[src/hdl/nia_pkg.sv]
`timescale 1ns / 1ps
// nia_pkg: shared types and constants of the nullable integer arithmetic unit.
// No dependencies.
package nia_pkg;

	localparam int VALUE_W = 64;
	localparam int OP_W    = 2;

	typedef enum logic [OP_W-1:0] {
		OP_ADD = 2'd0,
		OP_SUB = 2'd1,
		OP_MUL = 2'd2,
		OP_DIV = 2'd3
	} op_t;

	// control that rides along with each beat through the cell row
	typedef struct packed {
		logic vld;
		op_t  op;
		logic present;
		logic neg;
	} nia_ctl_t;

endpackage

[src/hdl/nia_out.sv]
`timescale 1ns / 1ps
// nia_out: final sign fix-up, null masking and output register with skid stage.
// Depends on nia_pkg.
module nia_out import nia_pkg::*; #(
	parameter int W = 64
) (
	input  logic               clk,
	input  logic               arst_n,
	input  nia_ctl_t           ctl_i,
	input  logic [W-1:0]       acc_i,
	input  logic [W-1:0]       x_i,
	output logic               adv,
	output logic               res_valid,
	input  logic               res_ready,
	output logic [VALUE_W-1:0] res_value,
	output logic               res_present
);

	logic [W-1:0]       quo;
	logic [W-1:0]       r;
	logic [W-1:0]       val_w;
	logic [VALUE_W-1:0] pipe_value;
	logic               take;
	logic               load_main;

	logic               main_v_q;
	logic [VALUE_W-1:0] main_value_q;
	logic               main_present_q;
	logic               skid_v_q;
	logic [VALUE_W-1:0] skid_value_q;
	logic               skid_present_q;

	always_comb begin
		quo = ctl_i.neg ? (~x_i + 1'b1) : x_i;
		unique case (ctl_i.op)
			OP_ADD, OP_SUB, OP_MUL: r = acc_i;
			OP_DIV:                 r = quo;
		endcase
		val_w      = ctl_i.present ? r : '0;
		pipe_value = VALUE_W'($signed(val_w));
	end

	assign adv       = ~skid_v_q;
	assign take      = ctl_i.vld & adv;
	assign load_main = res_ready | ~main_v_q;

	always_ff @(posedge clk or negedge arst_n) begin
		if (!arst_n) begin
			main_v_q <= 1'b0;
			skid_v_q <= 1'b0;
		end else if (load_main) begin
			main_v_q <= skid_v_q | take;
			skid_v_q <= 1'b0;
		end else if (take) begin
			skid_v_q <= 1'b1;
		end
	end

	always_ff @(posedge clk) begin
		if (load_main) begin
			if (skid_v_q) begin
				main_value_q   <= skid_value_q;
				main_present_q <= skid_present_q;
			end else begin
				main_value_q   <= pipe_value;
				main_present_q <= ctl_i.present;
			end
		end else if (take) begin
			skid_value_q   <= pipe_value;
			skid_present_q <= ctl_i.present;
		end
	end

	assign res_valid   = main_v_q;
	assign res_value   = main_value_q;
	assign res_present = main_present_q;

endmodule

[config.mk]
export PLATFORM = sky130hd
export DESIGN_NAME = nia_out
export DESIGN_NICKNAME = d
export VERILOG_FILES = /design/src/hdl/nia_pkg.sv /design/src/hdl/nia_out.sv
export SDC_FILE = /design/constraint.sdc
export NUM_CORES = 1
export LEC_CHECK = 0
export BUFFER_PORTS_ARGS = -buffer_cell sky130_fd_sc_hd__buf_4
export CAP_MARGIN = 0
export CORE_AREA = 8 8 148 150
export CTS_BUF_LIST = sky130_fd_sc_hd__clkbuf_4
export CTS_CLUSTER_DIAMETER = 150
export CTS_CLUSTER_SIZE = 40
export DETAILED_ROUTE_END_ITERATION = 12
export DIE_AREA = 0 0 156 158
export GPL_ROUTABILITY_DRIVEN = 1
export PLACE_DENSITY = 0.72
export SYNTH_ARGS = -nofsm -noshare
export SYNTH_HDL_FRONTEND = slang
export SYNTH_SLANG_ARGS = --single-unit
[constraint.sdc]
create_clock -name clk -period 9.78 [get_ports clk]
set_clock_uncertainty 0.05 [all_clocks]
set_input_delay 1.956 -clock clk [delete_from_list [all_inputs] [get_ports clk]]
set_output_delay 1.956 -clock clk [all_outputs]
set_load 0.005 [all_outputs]
==> results.yml, run 1 <==
status:
  outcome: "complete, no violations"
pwr:
  irDropWorstVdd_uv: 61.4
  powerDensity_nw_per_um2: 138
  leakage_uw: 0.00368
detailed_routing:
  antenna_left: 0
  wl_per_cell_um: 22.5
  wl_met3_mm: 2.68
  vias: 7003
  route.layer.met1.wl_mm: 11.0
  routed_wl_mm: 27.0
  vias_per_cell: 5.86
  wl_met2_mm: 12.8
  drtIter0Drc: 666
  first_pass_iters: 5
  top_layer: "met4"
  drc: 0
synthesis:
  ys_types: 67
  syn_avg_cell_area_um2: 10.6
  synth.area.top_cells: "edfxtp_1 (51%), mux2_2 (4.0%), nand2_1 (3.8%)"
  synth-seq-cells: 132
  ys_seq_area_share_pct: 51.5
  synth_top_area_cell: "edfxtp_1"
  synth-main-ff-cell: "edfxtp_1"
  synth-edff-count: 130
  yosysWarnings: 0
  syn-num-nets: 863
  synth_top_cell_area_share_pct: 50.8
  synth-async-reset-ratio_pct: 1.52
  synth_cells: 726
  synth.cell_area_um2: 7680
placed_design:
  io_buffers: 202
  place_inst: 1163
  hpwl_mm: 19.4
  dp_slack_ns: 4.64
  routabilityCongestion: 0.912
grt:
  grt_max_degree: 69
  grt_pass1_wl_mm: 40.0
  overflow: 0
  track_usage_pct: 21.5
  grt_pass1_vias: 6828
  antenna_found_initial: 1
timing:
  worst_pin_slew_ns: 1.29
  totalNegativeSetupSlack_ns: 0
  worst_hold_slack_ns: 0.481
  period_share_pct: 47.1
  rsz0062_at_grt: "false"
  finalWorstSetupSlack_ns: 5.17
  relSlewSlack_pct: 13.1
  drv_slew: 0
  max_freq_ghz: 0.217
  finalSetupViolCount: 0
  finalHoldViolCount: 0
  period_needed_ns: 4.61
cells_and_area:
  layout_common_cells: "buf_4 (210), edfxtp_1 (130), nand2_1 (78), o21ai_0 (46), nor2_1 (42)"
  fill_cells: 1858
  syn_to_final_growth_pct: 26.6
  post-route-util_pct: 49.3
  drive_above_1_share_pct: 31.1
  final_common_cell: "buf_4"
  ff_latch_area_um2: 3950
  nNetsFinal: 1049
  multi_input_area_um2: 3550
  finalNonFillerCells: 1196
hold_path:
  min_delay_worst_endpoint: "res_value[55]"
  min_delay_path_depth: 2
  hold_class: "reg2reg"
  worstHoldStart: "skid_value_q[55]"
die:
  die_x_um: 156
  start_util_pct: 39.0
  rows: 52
  die_area_um2: 24600
  pin_count: 203
  die_h_um: 158
  core_area_um2: 19700
critical_path:
  arrival_ns: 4.89
  path_max_fanout: 5
  path_class: "in2reg"
  crit_required_ns: 10.07
  rr_startpoint: "skid_v_q"
  r2r_cells: 7
  rr_endpoint: "res_value[47]"
  start_kind: "primary input"
  r2r_slack_ns: 7.12
  setup.worst_path.end_class: "flop"
clock_tree:
  clock_tree.buffer_depth: 2
  cts.hold.buffers_added: 0
  cts_num_sinks: 132
  cts_max_level: 4
  clock-root-buffer: "clkbuf_4"
  clk_latency_ns: 0.56
  cts_tree: "built"
  cts-resized-gates: 0
  cts_setup_buffers: 0
  cts.clk_slew.worst_paths_ns: 0.13
  numCtsBuffers: 17
run:
  maxCapViolCount: 0
sequential cells by signal, indices dropped and copies added, names as in the netlist:
register,flops
skid_v_q,1
skid_present_q,1
res_present,1
skid_value_q,64
res_value,64
res_valid,1
Yosys cell counts (9+ instances only):
cell,n
nor3_1,26
mux2_2,27
nand4_1,16
a21oi_1,16
a31oi_1,11
or4_1,11
o41ai_1,10
and3_1,12
mux2i_1,9
o31ai_1,13
nand2_1,78
or3_1,15
nor4_1,17
xor2_1,17
o211ai_1,9
clkbuf_1,39
nand3_1,28
edfxtp_1,130
nor2_1,43
a22oi_1,14
xnor2_1,13
o21ai_0,46
stage by stage:
step	cell area [µm²]	total power, µW
floorplan	7680	829
global placement	9450	980
detailed placement	9450	984
finish	9730	1340
CTS	9730	1350
global route	9730	1400
worst max-delay path: stages:
cell and delay, ns:
buf_4 0.12, inv_1 0.07, ha_1 0.19, nor3b_1 0.61, nand4_1 0.24, nor4_1 1.03
mux2i_1 0.32, nor4_1 0.07, a221o_1 0.27
where the power goes:
part | leakage [µW] | switching, µW | internal (µW) | total [µW]
logic | 0.00222 | 149 | 129 | 277
registers | 0.00131 | 13.7 | 680 | 694
clock network | 0.000150 | 217 | 157 | 374
logic make-up (layout without fill, tap and decap cells):
| kind of cell | count (synthesis) | after routing | share of synthesized area (%) |
|---|---|---|---|
| compound gates | 181 | 181 | 16.7 |
| xor+xnor | 30 | 30 | 3.42 |
| fa+ha+maj | 1 | 1 | 0.163 |
| buf+inv | 52 | 251 | 2.57 |
| flops | 132 | 132 | 51.5 |
| mux | 38 | 38 | 5.42 |
| other cells | 0 | 1 | 0 |
| simple gates | 292 | 292 | 20.3 |
worst max path at each step:
| stage | from | to | slack (ns) | cells past startpoint |
|---|---|---|---|---|
| 3_3_place_gp | x_i[1] | res_value[62] | 4.73 | 9 |
| 6_report | x_i[1] | res_value[62] | 5.17 | 9 |
| 4_1_cts | x_i[1] | res_value[62] | 5.27 | 9 |
| 2_1_floorplan | res_ready | skid_present_q | 0.71 | 2 |
| 5_1_grt | x_i[1] | res_value[62] | 5.03 | 9 |
| 3_5_place_dp | x_i[1] | res_value[62] | 4.64 | 9 |
metal layers:
| layer | global-route usage, % | vias up |
|---|---|---|
| li1 | - | 3227 |
| met4 | 6.98 | 0 |
| met1 | 26.7 | 3386 |
| met3 | 6.55 | 34 |
| met5 | 0 | - |
| met2 | 35.3 | 356 |
cell type report:
cell class | instances | share of cell area (%)
sequential | 132 | 40.6
multi-input combinational | 542 | 36.5
timing repair buffer | 210 | 16.2
tap | 270 | 3.47
clock buffer | 19 | 1.47
clock inverter | 13 | 1.38
inverter | 9 | 0.347
antenna | 1 | 0.0257
No activity file was read; power rests on OpenSTA's default activity.
==> run 2: changes to the inputs <==
ABC_AREA = 1   (was not set)
CORE_AREA = 8 8 154 156   (was 8 8 148 150)
DIE_AREA = 0 0 162 164   (was 0 0 156 158)
PLACE_DENSITY = 0.71   (was 0.72)
clock period = 4.7 ns   (was 9.78 ns; I/O delays follow)
==> run 2 against run 1 <==
  * Synthesized area grew 8.8%
  * Sequential share of layout area decreased by 2.6 points
  * Routed wire length increased by 2.9%
  * Critical path type unchanged
  * Highest routed layer is now met5
  * Die area rose by 7.8%
  * Largest cell class unchanged
  * Non-clock buffer count unchanged
  * Critical path depth shrank 2
==> results.yml, run 2 <==
status:
  outcome: "complete, no violations"
die:
  rows: 54
  core_area_um2: 21400
  start_util_pct: 39.1
  die_area_um2: 26600
  die_h_um: 164
  pin_count: 203
  die_x_um: 162
timing:
  drv_slew: 0
  worst_pin_slew_ns: 0.943
  rsz0062_at_grt: "false"
  finalWorstSetupSlack_ns: 1.91
  finalHoldViolCount: 0
  totalNegativeSetupSlack_ns: 0
  period_needed_ns: 2.79
  period_share_pct: 59.3
  relSlewSlack_pct: 37.1
  finalSetupViolCount: 0
  max_freq_ghz: 0.359
  worst_hold_slack_ns: 0.0896
clock_tree:
  cts_setup_buffers: 0
  cts.hold.buffers_added: 0
  cts_tree: "built"
  cts.clk_slew.worst_paths_ns: 0.14
  clk_latency_ns: 0.56
  numCtsBuffers: 17
  cts-resized-gates: 0
  clock-root-buffer: "clkbuf_4"
  clock_tree.buffer_depth: 2
  cts_num_sinks: 132
  cts_max_level: 4
detailed_routing:
  wl_per_cell_um: 17.3
  vias_per_cell: 4.97
  drc: 0
  vias: 7966
  antenna_left: 0
  first_pass_iters: 5
  drtIter0Drc: 564
  routed_wl_mm: 27.7
critical_path:
  crit_required_ns: 4.95
  path_cells: "buf_4, nand2_1, clkinv_2, buf_4, or2_2, nand3_1, o21ai_1"
  start_kind: "primary input"
  cpMostUsedCell: "buf_4"
  arrival_ns: 3.04
  r2r_cells: 4
  path_class: "in2reg"
  path_max_fanout: 49
  slowest_delay_ns: 0.66
  setup.worst_path.end_class: "flop"
  slowest_stage: "clkinv_2"
synthesis:
  ys_seq_area_share_pct: 47.3
  synth-seq-cells: 132
  synth_common_cells: "nand2_1 (335), nor2_1 (198), edfxtp_1 (130)"
  synth-edff-count: 130
  synth_top_area_cell: "edfxtp_1"
  syn_avg_cell_area_um2: 7.46
  synth-main-ff-cell: "edfxtp_1"
  synth.cell_area_um2: 8360
  ys_types: 37
  yosysWarnings: 0
  syn-num-nets: 1257
  synth.area.top_cells: "edfxtp_1 (47%), nand2_1 (15%), nor2_1 (8.9%)"
  synth_top_cell_area_share_pct: 46.7
  yosysMostFrequentCell: "nand2_1"
  synth-async-reset-ratio_pct: 1.52
  synth_cells: 1120
placed_design:
  routabilityCongestion: 0.937
  dpl_cell_area_um2: 10100
  dp_slack_ns: 1.35
  io_buffers: 202
  hpwl_mm: 21.1
cells_and_area:
  fin_area_um2: 10400
  final_common_cell: "nand2_1"
  nNetsFinal: 1444
  fill_cells: 2187
  layout_common_cells: "nand2_1 (334), buf_4 (209), nor2_1 (197), edfxtp_1 (130), nand3_1 (121)"
  post-route-util_pct: 48.7
  syn_to_final_growth_pct: 24.5
  drive_above_1_share_pct: 23.9
grt:
  overflow: 0
  grt_max_degree: 94
  grt_pass1_vias: 7621
  track_usage_pct: 20.6
  grt_pass1_wl_mm: 42.3
  antenna_found_initial: 4
hold_path:
  hold_class: "in2async"
pwr:
  leakage_uw: 0.00473
  powerDensity_nw_per_um2: 278
  irDropWorstVdd_uv: 109
run:
  maxCapViolCount: 0
[run 2: layout make-up]
type	count	area (µm²)	share of cell area (%)
Sequential cell	132	3960	38.0
Tap cell	280	350	3.37
Clock inverter	15	169	1.62
Multi-Input combinational cell	840	3810	36.6
Antenna cell	3	7.51	0.0721
Timing Repair Buffer	210	1590	15.3
Clock buffer	17	128	1.23
Inverter	106	399	3.84
[run 2: path summary, 6_finish.rpt]
check	endpoint	slack [ns]	start
max	res_value[35]	1.91	ctl_i[2]
min	skid_v_q	0.09	arst_n
max reg2reg	skid_value_q[29]	2.69	skid_v_q
min reg2reg	res_value[29]	0.48	skid_value_q[29]
max in group asynchronous	skid_v_q	4.41	arst_n
min in group clk	res_value[29]	0.48	skid_value_q[29]
[run 2: metal layers]
metal  up-vias  share of wire (%)  GRT usage [%]  wire length, µm
met3        28                7.7           5.19             2140
met5         -              0.047              0               13
met2       272                 46           33.1            12600
li1       4028                  -              -                -
met1      3636                 45           27.0            12500
met4         2                1.8           6.44              489
[run 2: where the power goes]
part / switching [µW] / internal (µW) / total, µW
logic: 348 / 257 / 605
clock network: 516 / 330 / 846
registers: 28.0 / 1410 / 1440
[run 2: stage by stage]
step	total power [µW]	std cells
4_1_cts	2910	1600
5_1_grt	3020	1603
3_5_place_dp	2070	1568
2_1_floorplan	1760	1120
6_report	2890	1603
3_3_place_gp	2060	1568
[run 2: worst max-delay path, delay by kind of cell]
family	cells	cell delay [ns]
and+or+nand+nor	3	0.76
AOI/OAI and AO/OA	1	0.07
buffers and inverters	3	1.25
[run 2: cells by family (layout without fill, tap and decap cells)]
logic type / count (synthesis) / count (layout) / synth area share, %
buf+inv: 148 / 348 / 7.23
other cells: 0 / 3 / 0
compound gates: 88 / 88 / 5.97
simple gates: 749 / 749 / 39.1
fa+ha+maj: 1 / 1 / 0.150
flops: 132 / 132 / 47.3
xor+xnor: 2 / 2 / 0.210
