**config.mk**
```make
export PLATFORM = sky130hd
export DESIGN_NAME = nia_front
export DESIGN_NICKNAME = d
export VERILOG_FILES = /design/src/hdl/nia_pkg.sv /design/src/hdl/nia_front.sv
export SDC_FILE = /design/constraint.sdc
export NUM_CORES = 1
export LEC_CHECK = 0
export BUFFER_PORTS_ARGS = -buffer_cell sky130_fd_sc_hd__buf_2
export CAP_MARGIN = 10
export CORE_MARGIN = 4
export CORE_UTILIZATION = 35
export CTS_CLUSTER_SIZE = 14
export DETAILED_ROUTE_END_ITERATION = 7
export MAX_ROUTING_LAYER = met4
export SLEW_MARGIN = 20
export SYNTH_ARGS = -nofsm -noshare
export SYNTH_HDL_FRONTEND = slang
export SYNTH_SLANG_ARGS = --single-unit
export TNS_END_PERCENT = 5
```
**constraint.sdc**
```tcl
create_clock -name clk -period 0.9 [get_ports clk]
set_clock_uncertainty 0.15 [all_clocks]
set_input_delay 0.045 -clock clk [delete_from_list [all_inputs] [get_ports clk]]
set_output_delay 0.045 -clock clk [all_outputs]
set_load 0.1 [all_outputs]
```
**src/hdl/nia_pkg.sv**
```systemverilog
`timescale 1ns / 1ps
// nia_pkg: shared types and constants of the nullable integer arithmetic unit.
// No dependencies.
package nia_pkg;

	localparam int VALUE_W = 64;
	localparam int OP_W    = 2;

	typedef enum logic [OP_W-1:0] {
		OP_ADD = 2'd0,
		OP_SUB = 2'd1,
		OP_MUL = 2'd2,
		OP_DIV = 2'd3
	} op_t;

	// control that rides along with each beat through the cell row
	typedef struct packed {
		logic vld;
		op_t  op;
		logic present;
		logic neg;
	} nia_ctl_t;

endpackage

```
**src/hdl/nia_front.sv**
```systemverilog
`timescale 1ns / 1ps
// nia_front: entry stage; null/zero-divisor check, add/sub, operand setup for the cell row.
// Depends on nia_pkg.
module nia_front import nia_pkg::*; #(
	parameter int W = 64
) (
	input  logic          clk,
	input  logic          arst_n,
	input  logic          en,
	input  logic          in_vld,
	input  op_t           op,
	input  logic [W-1:0]  a,
	input  logic          a_present,
	input  logic [W-1:0]  b,
	input  logic          b_present,
	output nia_ctl_t      ctl_s1,
	output logic [W-1:0]  acc_s1,
	output logic [W-1:0]  x_s1,
	output logic [W-1:0]  y_s1
);

	logic [W-1:0] a_mag;
	logic [W-1:0] b_mag;
	logic [W-1:0] acc_d;
	logic [W-1:0] x_d;
	logic [W-1:0] y_d;
	nia_ctl_t     ctl_d;

	always_comb begin
		a_mag = a[W-1] ? (~a + 1'b1) : a;
		b_mag = b[W-1] ? (~b + 1'b1) : b;
		acc_d = '0;
		x_d   = '0;
		y_d   = '0;
		unique case (op)
			OP_ADD: begin
				acc_d = a + b;
			end
			OP_SUB: begin
				acc_d = a - b;
			end
			OP_MUL: begin
				x_d = a;
				y_d = b;
			end
			OP_DIV: begin
				x_d = a_mag;
				y_d = b_mag;
			end
		endcase
		ctl_d.vld     = in_vld;
		ctl_d.op      = op;
		ctl_d.present = a_present & b_present & ~((op == OP_DIV) && (b == '0));
		ctl_d.neg     = a[W-1] ^ b[W-1];
	end

	always_ff @(posedge clk or negedge arst_n) begin
		if (!arst_n) begin
			ctl_s1 <= '0;
		end else if (en) begin
			ctl_s1 <= ctl_d;
		end
	end

	always_ff @(posedge clk) begin
		if (en) begin
			acc_s1 <= acc_d;
			x_s1   <= x_d;
			y_s1   <= y_d;
		end
	end

endmodule

```
==> results of run 1 <==
area by class of cell:
type | count | area, sq um
Antenna cell | 15 | 37.5
Inverter | 31 | 119
Clock buffer | 18 | 429
Clock inverter | 14 | 174
Tap cell | 532 | 666
Multi-Input combinational cell | 1260 | 9770
Timing Repair Buffer | 917 | 9470
Sequential cell | 197 | 5890
Fill cell | 3233 | 14300
cells in the mapped netlist, drive strengths merged (6+ instances only):
master / number
o21ai: 98
xnor2: 126
edfxtp: 192
or4: 14
buf: 6
or2: 6
a31oi: 19
nand3: 19
or3: 53
inv: 31
nand2b: 12
o21bai: 13
and3: 14
o31ai: 14
mux2: 7
nor2b: 11
nand2: 134
a211oi: 8
nor2: 159
a21o: 37
xor2: 78
nor3: 46
o211ai: 8
ha: 66
nor4: 21
and2: 92
o41ai: 7
nand4: 20
a21oi: 94
clkbuf: 69
a21boi: 36
tightest hold or removal path, cell delays in order:
cell,delay [ps]
buf_8,100
buf_6,120
mux2_2,140
registers in the layout (all words and copies together), names as in the netlist:
| name | flops |
|---|---|
| acc_s1 | 64 |
| ctl_s1 | 5 |
| x_s1 | 64 |
| y_s1 | 64 |
path summary, 6_finish.rpt:
path	slack (ps)	cells past startpoint	startpoint	to
hold / removal	-200	3	op[0]	ctl_s1[2]
hold reg to reg	390	1	ctl_s1[3]	ctl_s1[3]
setup reg to reg	-50	1	ctl_s1[4]	ctl_s1[4]
min in group asynchronous	350	3	arst_n	ctl_s1[0]
max in group asynchronous	50	3	arst_n	ctl_s1[4]
setup / recovery	-4240	21	b[13]	acc_s1[58]
kinds of logic (layout without fill, tap and decap cells):
group,Yosys count,in the layout,synth area share
AOI/OAI and AO/OA,367,367,0.159
xor gates and xnor gates,204,204,0.123
adders and majority gates,67,67,0.0584
buffers and inverters,106,980,0.0296
DFF,197,197,0.407
muxes,9,9,0.00683
other,0,15,0
and+or+nand+nor,613,613,0.216
what timing repair did:
action / in CTS / in global routing
hold endpoints to repair: 121 / 58
pin swaps: 72 / 54
resized for setup: 318 / 131
buffers inserted: 20 / 9
endpoints found under the setup margin: 386 / 393
layer usage:
metal,global-route usage,share of wire,vias up
li1,-,-,7404
met1,0.365,0.44,7551
met2,0.419,0.47,468
met3,0.0559,0.062,92
met4,0.0904,0.030,0
met5,-,0,-
power by group:
| group | total, mW | switching [mW] | internal, mW |
|---|---|---|---|
| sequential | 12.2 | 0.871 | 11.4 |
| combinational | 23.7 | 13.9 | 9.71 |
| clock | 8.18 | 3.77 | 4.40 |
per-stage QoR:
step                      worst slack [ps]  hold slack [ps]  instances  power, mW
after floorplan                      -4750             -401       1563       24.1
after global placement               -4840             -283       2906       34.3
after detailed placement             -4930             -283       2906       34.5
after CTS                            -4150             -228       2966       43.7
after global routing                 -4380             -188       2984       45.7
final                                -4240             -200       2984       44.1
==> impl_results.md, run 1 <==
- CTS tree: done
- Syn Inst Count: 1563
- Synth Register Bits: 197
- Setup Viol. Count Final: approximately 390
- Avg WL per Cell: 20.4 um
- Syn nets: roughly 1800
- Worst-path fanout max: 3
- Core Util, Final: 0.650
- Vias per Instance: just over 5
- Area of the mapped netlist: between 0.01 and 0.015 sq mm
- Pleak: 11.4 nW
- Min Tclk post-route: approximately 5100 ps
- WP buf/inv: 2
- CP max stage cell: or4_4
- Period utilisation layout: 5.71
- Gpl congestion: 0.940
- Io pins: between 300 and 400
- Drt drc: 0
- Final WL: 61000 um
- Fmax: between 0.15 and 0.2 GHz
- Worst Path Required: 990 ps
- Fraction of layout cells with a size suffix above 1: 0.499
- Post-route setup TNS: -416890 ps
- First drt pass iteration count: 6
- CTS Hold Bufs: 12
- Top cell type's share of synthesized area: 0.398
- Mean post-synth cell area: 9.26 sq um
- Total CTS buffers: 17
- Yosys warning count: 0
- Yosys cell types: 69
- Max incr delay on CP: 540 ps
- Clock sink count: 197
- Die width: 211 um
- Initial antenna violation count: 15
- Fin Hold WS: -200 ps
- Measured slew at the worst slew-check pin: 720 ps
- First-pass GRT wire length: 91300 um
- Slew Viols, Final: 0
- Clock root cell: clkbuf_16
- Via Count: roughly 16000
- Gr ovfl total: 0
- Commonest non-fill, non-tap cell in the layout: buf_4
- Power per cell area: 1660 mW/mm^2
- Iter 0 DRT Violations: 921
- Arrival time worst endpoint: 5220 ps
- ANT nets after route: 0
- Synth area leader: edfxtp_1
- Worst setup EP type: register
- Startpoint types: primary input
- Row count: 74
- Ys async rst share: 0.0254
- Status: finished with violations
- Synth-to-Final Area Change: 83.4%
- Seq/Total Area, Yosys: 0.407
- Nets@finish: 2627
- PortBufs: ~330
- Largest net degree at the start of global routing: between 80 and 90
- Worst skew pair latency: between 400 and 500 ps
- Ys flop type: edfxtp_1
- CP delay by family, top: simple AND/OR/NAND/NOR gates
- Final Instance Area: 0.0266 sq mm
- Worst Hold Class: primary input to register
- Hold Violations, Final: 77
- Max-cap violation count: 0
- Max Root-Sink Buffers: 2
- Htree depth: 4
- EDFF count, synth: 192
- Area of the core: 0.0408 sq mm
- Commonest non-fill, non-tap cells in the layout: 522 x buf_4, 209 x buf_12, 192 x edfxtp_1
- Starting Density: 0.355
- DP HPWL: 48400 um
- Clk slew on worst S/H paths: 70 ps
- Peak VDD IR: 1.60 mV
- Most frequent CP cell: or4_4
- Slew headroom: 0.520
- RSZ-0062 raised after global routing: yes
- Die height: 211 um
- Synth top area cells: edfxtp_1 40%, xnor2_1 7.6%, ha_1 5.7%, xor2_1 4.7%, nor2_1 4.1%
- Die area: roughly 0.045 sq mm
- Violated checks: hold timing, setup timing
- Placed Area: 0.0238 sq mm
- CP Cell Sequence: buf_6 > or4_4 > or4_4 > or4_4 > or3_4 > or4_4 > nor4b_4 > nor2_1 > xnor2_1 > ha_2 > a21o_1 > a21o_1 > a21oi_2 > o21ai_2 > a2111oi_4 > o32a_1 > o211ai_1 > a31oi_1 > buf_4 > o31a_1 > mux2_4
- Global-route usage over all layers: 0.273
- Setup Crit Path Kind: primary input to register
- Final WS setup: -4240 ps
- Vias in the first global route: 15600
(Power assumes the default switching activity.)
==> inputs of run 2 (changes only) <==
Settings changed: BUFFER_PORTS_ARGS -buffer_cell sky130_fd_sc_hd__buf_2 to default, CORE_ASPECT_RATIO from default to 0.5, DONT_BUFFER_PORTS from default to 1.
==> impl_results.md, run 2 (same netlist as run 1, synthesis figures left out) <==
- Biggest regs: acc_s1: 64 flops, x_s1: 64 flops, y_s1: 64 flops
- CTS tree: done
- Fillers: 3295 (+1.9%)
- Avg WL per Cell: 21.8 um (+6.6%)
- Worst Hold Depth: 0 (-3)
- Worst setup EP type: register
- Hold Violations, Final: 383 (+400%)
- Sequential cell area: 0.00589 sq mm (unchanged)
- Area of the multi-input gates: 0.00943 sq mm (-3.5%)
- PortBufs: 0 (-100%)
- Vias in the first global route: 14200 (-9.0%)
- RSZ-0062 raised after global routing: yes
- Max Root-Sink Buffers: 2 (unchanged)
- CP max stage cell: or4_4
- Worst Hold Class: primary input to register
- DP HPWL: 43700 um (-9.8%)
- Setup Viol. Count Final: 379 (-2.1%)
- Nets@finish: 2349 (-11%)
- Dpl cells: 2614 (-10%)
- Total CTS buffers: 17 (unchanged)
- Slew headroom: 0.547 (+0.0271)
- ANT nets after route: 0 (unchanged)
- Inserted Diodes: 0 (-15)
- Gpl congestion: 0.939 (-0.14%)
- First-pass GRT wire length: 87800 um (-3.8%)
- Worst Path Required: 970 ps (-20 ps)
- Worst skew pair latency: 460 ps (-20 ps)
- Core Util, Final: 0.596 (-0.0547)
- Iter 0 DRT Violations: 1296 (+41%)
- Initial antenna violation count: 0 (-15)
- Startpoint types: primary input
- Setup Crit Path Kind: primary input to register
- Fmax: 0.194 GHz (-0.57%)
- Clock root cell: clkbuf_16
- Slew Viols, Final: 0 (unchanged)
- Clock sink count: 197 (unchanged)
- Measured slew at the worst slew-check pin: 676 ps (-43.6 ps)
- Fin Hold WS: -461 ps (-260 ps)
- CP startpoint: b[13]
- Gr ovfl total: 0 (unchanged)
- Max-cap violation count: 0 (unchanged)
- Die area: 0.0449 sq mm (+0.44%)
- Drt drc: 0 (unchanged)
- Arrival time worst endpoint: 5240 ps (+20 ps)
- Final WS setup: -4270 ps (-29.7 ps)
- Clk slew on worst S/H paths: 80 ps (about the same)
- Final Non-Filler Cells: 2698 (-9.6%)
- Starting Density: 0.356 (+0.00146)
- Reg2Reg Setup Slack: -30 ps (+20 ps)
- Global-route usage over all layers: 0.263 (-0.0105)
- Area of the core: 0.0407 sq mm (-0.41%)
- Min Tclk post-route: 5170 ps (+29.7 ps)
- Htree depth: 4 (unchanged)
- Row count: 52 (-30%)
- Die width: 296 um (+40%)
- Max incr delay on CP: 550 ps (about the same)
- Vias per Instance: 5.40 (+3.8%)
- Commonest non-fill, non-tap cell in the layout: buf_4
- Die height: 152 um (-28%)
- Period utilisation layout: 5.74 (+0.0330)
- Violated checks: hold timing, setup timing
- Pleak: 10.0 nW (-12%)
- Reg2Reg Depth: 1 (unchanged)
- Via Count: 14600 (-6.2%)
- Post-place setup slack: -4870 ps (+52.6 ps)
- First drt pass iteration count: 6 (unchanged)
- Worst-path fanout max: 4 (+1)
- Synth-to-Final Area Change: 67.3%
- CP Cell Sequence: or4_4 > or4_4 > or4_4 > or3_4 > or4_4 > nor4b_4 > nor2_1 > xnor2_1 > ha_2 > a21o_1 > a21o_1 > a21oi_2 > o21ai_1 > a2111oi_1 > o32a_1 > o211ai_1 > a31oi_1 > buf_4 > o31a_1 > mux2_4
- Fraction of layout cells with a size suffix above 1: 0.398 (-0.101)
- Io pins: 333 (unchanged)
- Largest net degree at the start of global routing: 201 (+130%)
- Hold Startpoint: en
- Power per cell area: 1720 mW/mm^2 (+3.9%)
- Final WL: 58800 um (-3.6%)
- Peak VDD IR: 1.12 mV (-30%)
- Commonest non-fill, non-tap cells in the layout: 368 x buf_4, 201 x buf_12, 192 x edfxtp_1
- Start of the worst register-to-register path: ctl_s1[4]
- Most frequent CP cell: or4_4
- Status: finished with violations
[run 2: cell count changes in the layout (fill, tap and decap cells not counted), moves of 10 or more]
cell,before,now
buf_4,522,368
diode_2,15,0
buf_2,119,0
dlygate4sd3_1,9,31
nand2_1,106,116
buf_6,50,29
[run 2: final cells by class]
cell class              instances  share of cell area
repair buffers                639               0.311
multi-input cells            1260               0.389
flip-flops and latches        197               0.243
inverters                      31             0.00491
clock buffers                  17              0.0176
clock inverters                14             0.00610
well taps                     540              0.0279
[run 2: worst max-delay path, delay by kind of cell]
family / cells / cell delay, ps
adder cells (fa/ha/maj): 1 / 200
buffers and inverters: 1 / 170
XOR/XNOR: 1 / 170
AND/OR/NAND/NOR: 7 / 2790
AO/OA/AOI/OAI: 9 / 1590
multiplexers: 1 / 290
[run 2: per-stage QoR]
step                      hold WS, ps  cell area (sq um)  setup TNS [ps]  power, mW
after global placement           -400              21800         -454450       32.4
after CTS                        -473              23700         -432360       41.4
after global routing             -482              24200         -419760       43.2
after floorplan                  -401              14500         -437980       24.1
final                            -461              24200         -397990       41.8
after detailed placement         -400              21800         -455870       32.4
[run 2: layer usage]
metal	global-route usage	wire length, um	part of all wire
met4	0.0993	2310	0.039
met1	0.331	24600	0.42
met2	0.429	28600	0.49
met3	0.0400	3260	0.055
met5	-	0	0
[run 2: worst paths after layout]
| path | end |
|---|---|
| max | acc_s1[58] |
| min | x_s1[47] |
| max reg2reg | ctl_s1[4] |
| min reg2reg | ctl_s1[3] |
| max in group asynchronous | ctl_s1[0] |
| min in group asynchronous | ctl_s1[2] |
[run 2: what timing repair did]
action,4_1_cts,5_1_grt
gates cloned,0,0
resized for setup,225,141
pin swaps,63,47
buffers inserted,12,7
endpoints found under the setup margin,383,391
hold endpoints to repair,394,389
hold buffers,39,3
[run 2: report_power, final]
part | switching (mW) | internal (mW) | leakage, nW
sequential | 0.823 | 11.4 | 1.91
clock | 3.95 | 4.12 | 0.283
combinational | 12.8 | 8.70 | 7.85
total | 17.6 | 24.2 | 10.0
==> inputs of run 3 (changes only) <==
Settings changed: CELL_PAD_IN_SITES_DETAIL_PLACEMENT from default to 1, CELL_PAD_IN_SITES_GLOBAL_PLACEMENT from default to 1, PLACE_DENSITY_LB_ADDON from default to 0.1.
Clock period 0.9 ns to 6.67 ns, I/O delays scaled along.
==> impl_results.md, run 3 (same netlist as run 1, synthesis figures left out) <==
- DP HPWL: 39200 um (-10%)
- Measured slew at the worst slew-check pin: 1060 ps (+382 ps)
- Startpoint types: primary input
- Postcts setup bufs: 0 (-12)
- Inserted Diodes: 0 (unchanged)
- Commonest non-fill, non-tap cells in the layout: 192 x edfxtp_1, 159 x nor2_1, 134 x nand2_1
- Fraction of layout cells with a size suffix above 1: 0.0516 (-0.346)
- Clk slew on worst S/H paths: 80 ps (about the same)
- Starting Density: 0.356 (unchanged)
- Worst Path Required: 6740 ps (+5770 ps)
- Largest net degree at the start of global routing: 198 (-1.5%)
- Io pins: 333 (unchanged)
- Worst-path fanout max: 5 (+1)
- Via Count: 11900 (-18%)
- Pleak: 5.79 nW (-42%)
- Hold EP: y_s1[29]
- Gr ovfl total: 0 (unchanged)
- First drt pass iteration count: 5 (-1)
- Total CTS buffers: 17 (unchanged)
- Final Instance Area: 0.0159 sq mm (-34%)
- Drt drc: 0 (unchanged)
- Status: finished clean
- Die area: 0.0449 sq mm (unchanged)
- Max Root-Sink Buffers: 2 (unchanged)
- Hold Startpoint: b[29]
- Fmax: 0.167 GHz
- Max-cap violation count: 0 (unchanged)
- Worst skew pair latency: 460 ps (about the same)
- Fillers: 4579 (+39%)
- Power per cell area: 289 mW/mm^2 (-83%)
- First-pass GRT wire length: 80700 um (-8.1%)
- Placed Area: 0.0150 sq mm (-31%)
- Vias in the first global route: 12600 (-11%)
- Clock root cell: clkbuf_16
- Area of the core: 0.0407 sq mm (unchanged)
- Synth-to-Final Area Change: 9.89%
- Nets@finish: 1760 (-25%)
- PortBufs: 0 (unchanged)
- ANT nets after route: 0 (unchanged)
- Global-route usage over all layers: 0.242 (-0.0211)
- Setup Crit Path Kind: primary input to register
- Min Tclk post-route: between 5000 and 6000 ps
- Avg WL per Cell: 25.4 um (+17%)
- Start of the worst register-to-register path: ctl_s1[1]
- Worst setup EP type: register
- Clock sink count: 197 (unchanged)
- Vias per Instance: 5.65 (+4.8%)
- Period utilisation layout: 0.896
- Slew Viols, Final: 0 (unchanged)
- Worst Hold Class: primary input to register
- Initial antenna violation count: 1 (+1)
- Die height: 152 um (unchanged)
- Fin Hold WS: 18.9 ps (+480 ps)
- Biggest regs: acc_s1: 64 flops, x_s1: 64 flops, y_s1: 64 flops
- Setup Viol. Count Final: 0 (-100%)
- Die width: 296 um (unchanged)
- Arrival time worst endpoint: 6040 ps (+800 ps)
- Gpl congestion: 0.859 (-8.5%)
- Worst Hold Depth: 2 (+2)
- Slew headroom: 0.292 (-0.255)
- CTS tree: done
- Hold Violations, Final: 0 (-100%)
- Commonest non-fill, non-tap cell in the layout: edfxtp_1
- Post-route setup TNS: 0 ps (+397990 ps)
- Reg2Reg Depth: 2 (+1)
- Row count: 52 (unchanged)
- Iter 0 DRT Violations: 611 (-53%)
- Htree depth: 4 (unchanged)
- Reg2Reg Setup Slack: 5200 ps (+5230 ps)
- R2r endpoint: ctl_s1[1]
- Peak VDD IR: 0.188 mV (-83%)
- RSZ-0062 raised after global routing: no
- Final WL: 53600 um (-8.8%)
-- run 3: changes by cell type in the layout (fill, tap and decap cells not counted), sizes merged, moves of 2 or more --
cell,change
dlymetal6s4s,-7
bufinv,-2
clkinv,+2
buf,-580
-- run 3: worst max-delay path by stage --
stage | from | to | slack [ps] | cells after the start
6_report | b[13] | acc_s1[58] | 690 | 19
2_1_floorplan | b[14] | acc_s1[58] | 670 | 21
3_3_place_gp | b[13] | acc_s1[58] | 470 | 19
4_1_cts | b[13] | acc_s1[58] | 730 | 19
5_1_grt | b[0] | acc_s1[62] | 340 | 23
3_5_place_dp | b[13] | acc_s1[58] | 230 | 19
-- run 3: stage by stage --
stage                     worst slack (ps)  power, mW  utilization  instances
after floorplan                        674       3.24            -       1563
after global placement                 474       3.49        0.368       2044
after detailed placement               235       3.49        0.368       2044
after CTS                              733       4.64        0.391       2110
after global routing                   340       4.79        0.391       2110
final                                  695       4.60        0.391       2110
-- run 3: cell type report --
| cell class | count | area [sq um] | share of cell area |
|---|---|---|---|
| sequential | 197 | 5890 | 0.370 |
| tap | 540 | 676 | 0.0425 |
| inverter | 31 | 116 | 0.00731 |
| clock buffer | 18 | 429 | 0.0270 |
| multi-input combinational | 1260 | 8160 | 0.513 |
| timing repair buffer | 50 | 495 | 0.0311 |
| clock inverter | 14 | 140 | 0.00881 |
-- run 3: per-layer routing --
layer	GRT usage	wire length, um	vias to the layer above
met5	-	0	-
met4	0.0585	1120	0
met3	0.0464	2150	62
met2	0.432	28000	238
met1	0.280	22400	5989
li1	-	-	5640
-- run 3: report_power, final --
group / internal (mW) / leakage (nW) / switching, mW / total [mW]
combinational: 0.380 / 3.59 / 0.571 / 0.951
sequential: 1.54 / 1.91 / 1.04 / 2.58
clock: 0.499 / 0.282 / 0.566 / 1.07
total: 2.42 / 5.79 / 2.18 / 4.60
-- run 3: worst max-delay path, stage by stage --
cell	delay (ps)
or4_4	520
or4_4	520
or4_4	560
or3_1	360
or4_4	460
nor4b_4	310
nor2_1	90
xnor2_1	150
ha_1	220
a21o_1	180
a21o_1	170
a21oi_1	170
o21ai_0	110
a2111oi_0	520
o32a_1	310
o211ai_1	160
a31oi_1	380
o31a_1	180
mux2_2	320
-- run 3: repair_timing --
| action | CTS | global route |
|---|---|---|
| hold buffers | 34 | 0 |
| gates resized for setup | 0 | 0 |
| endpoints found under the hold margin | 369 | 0 |
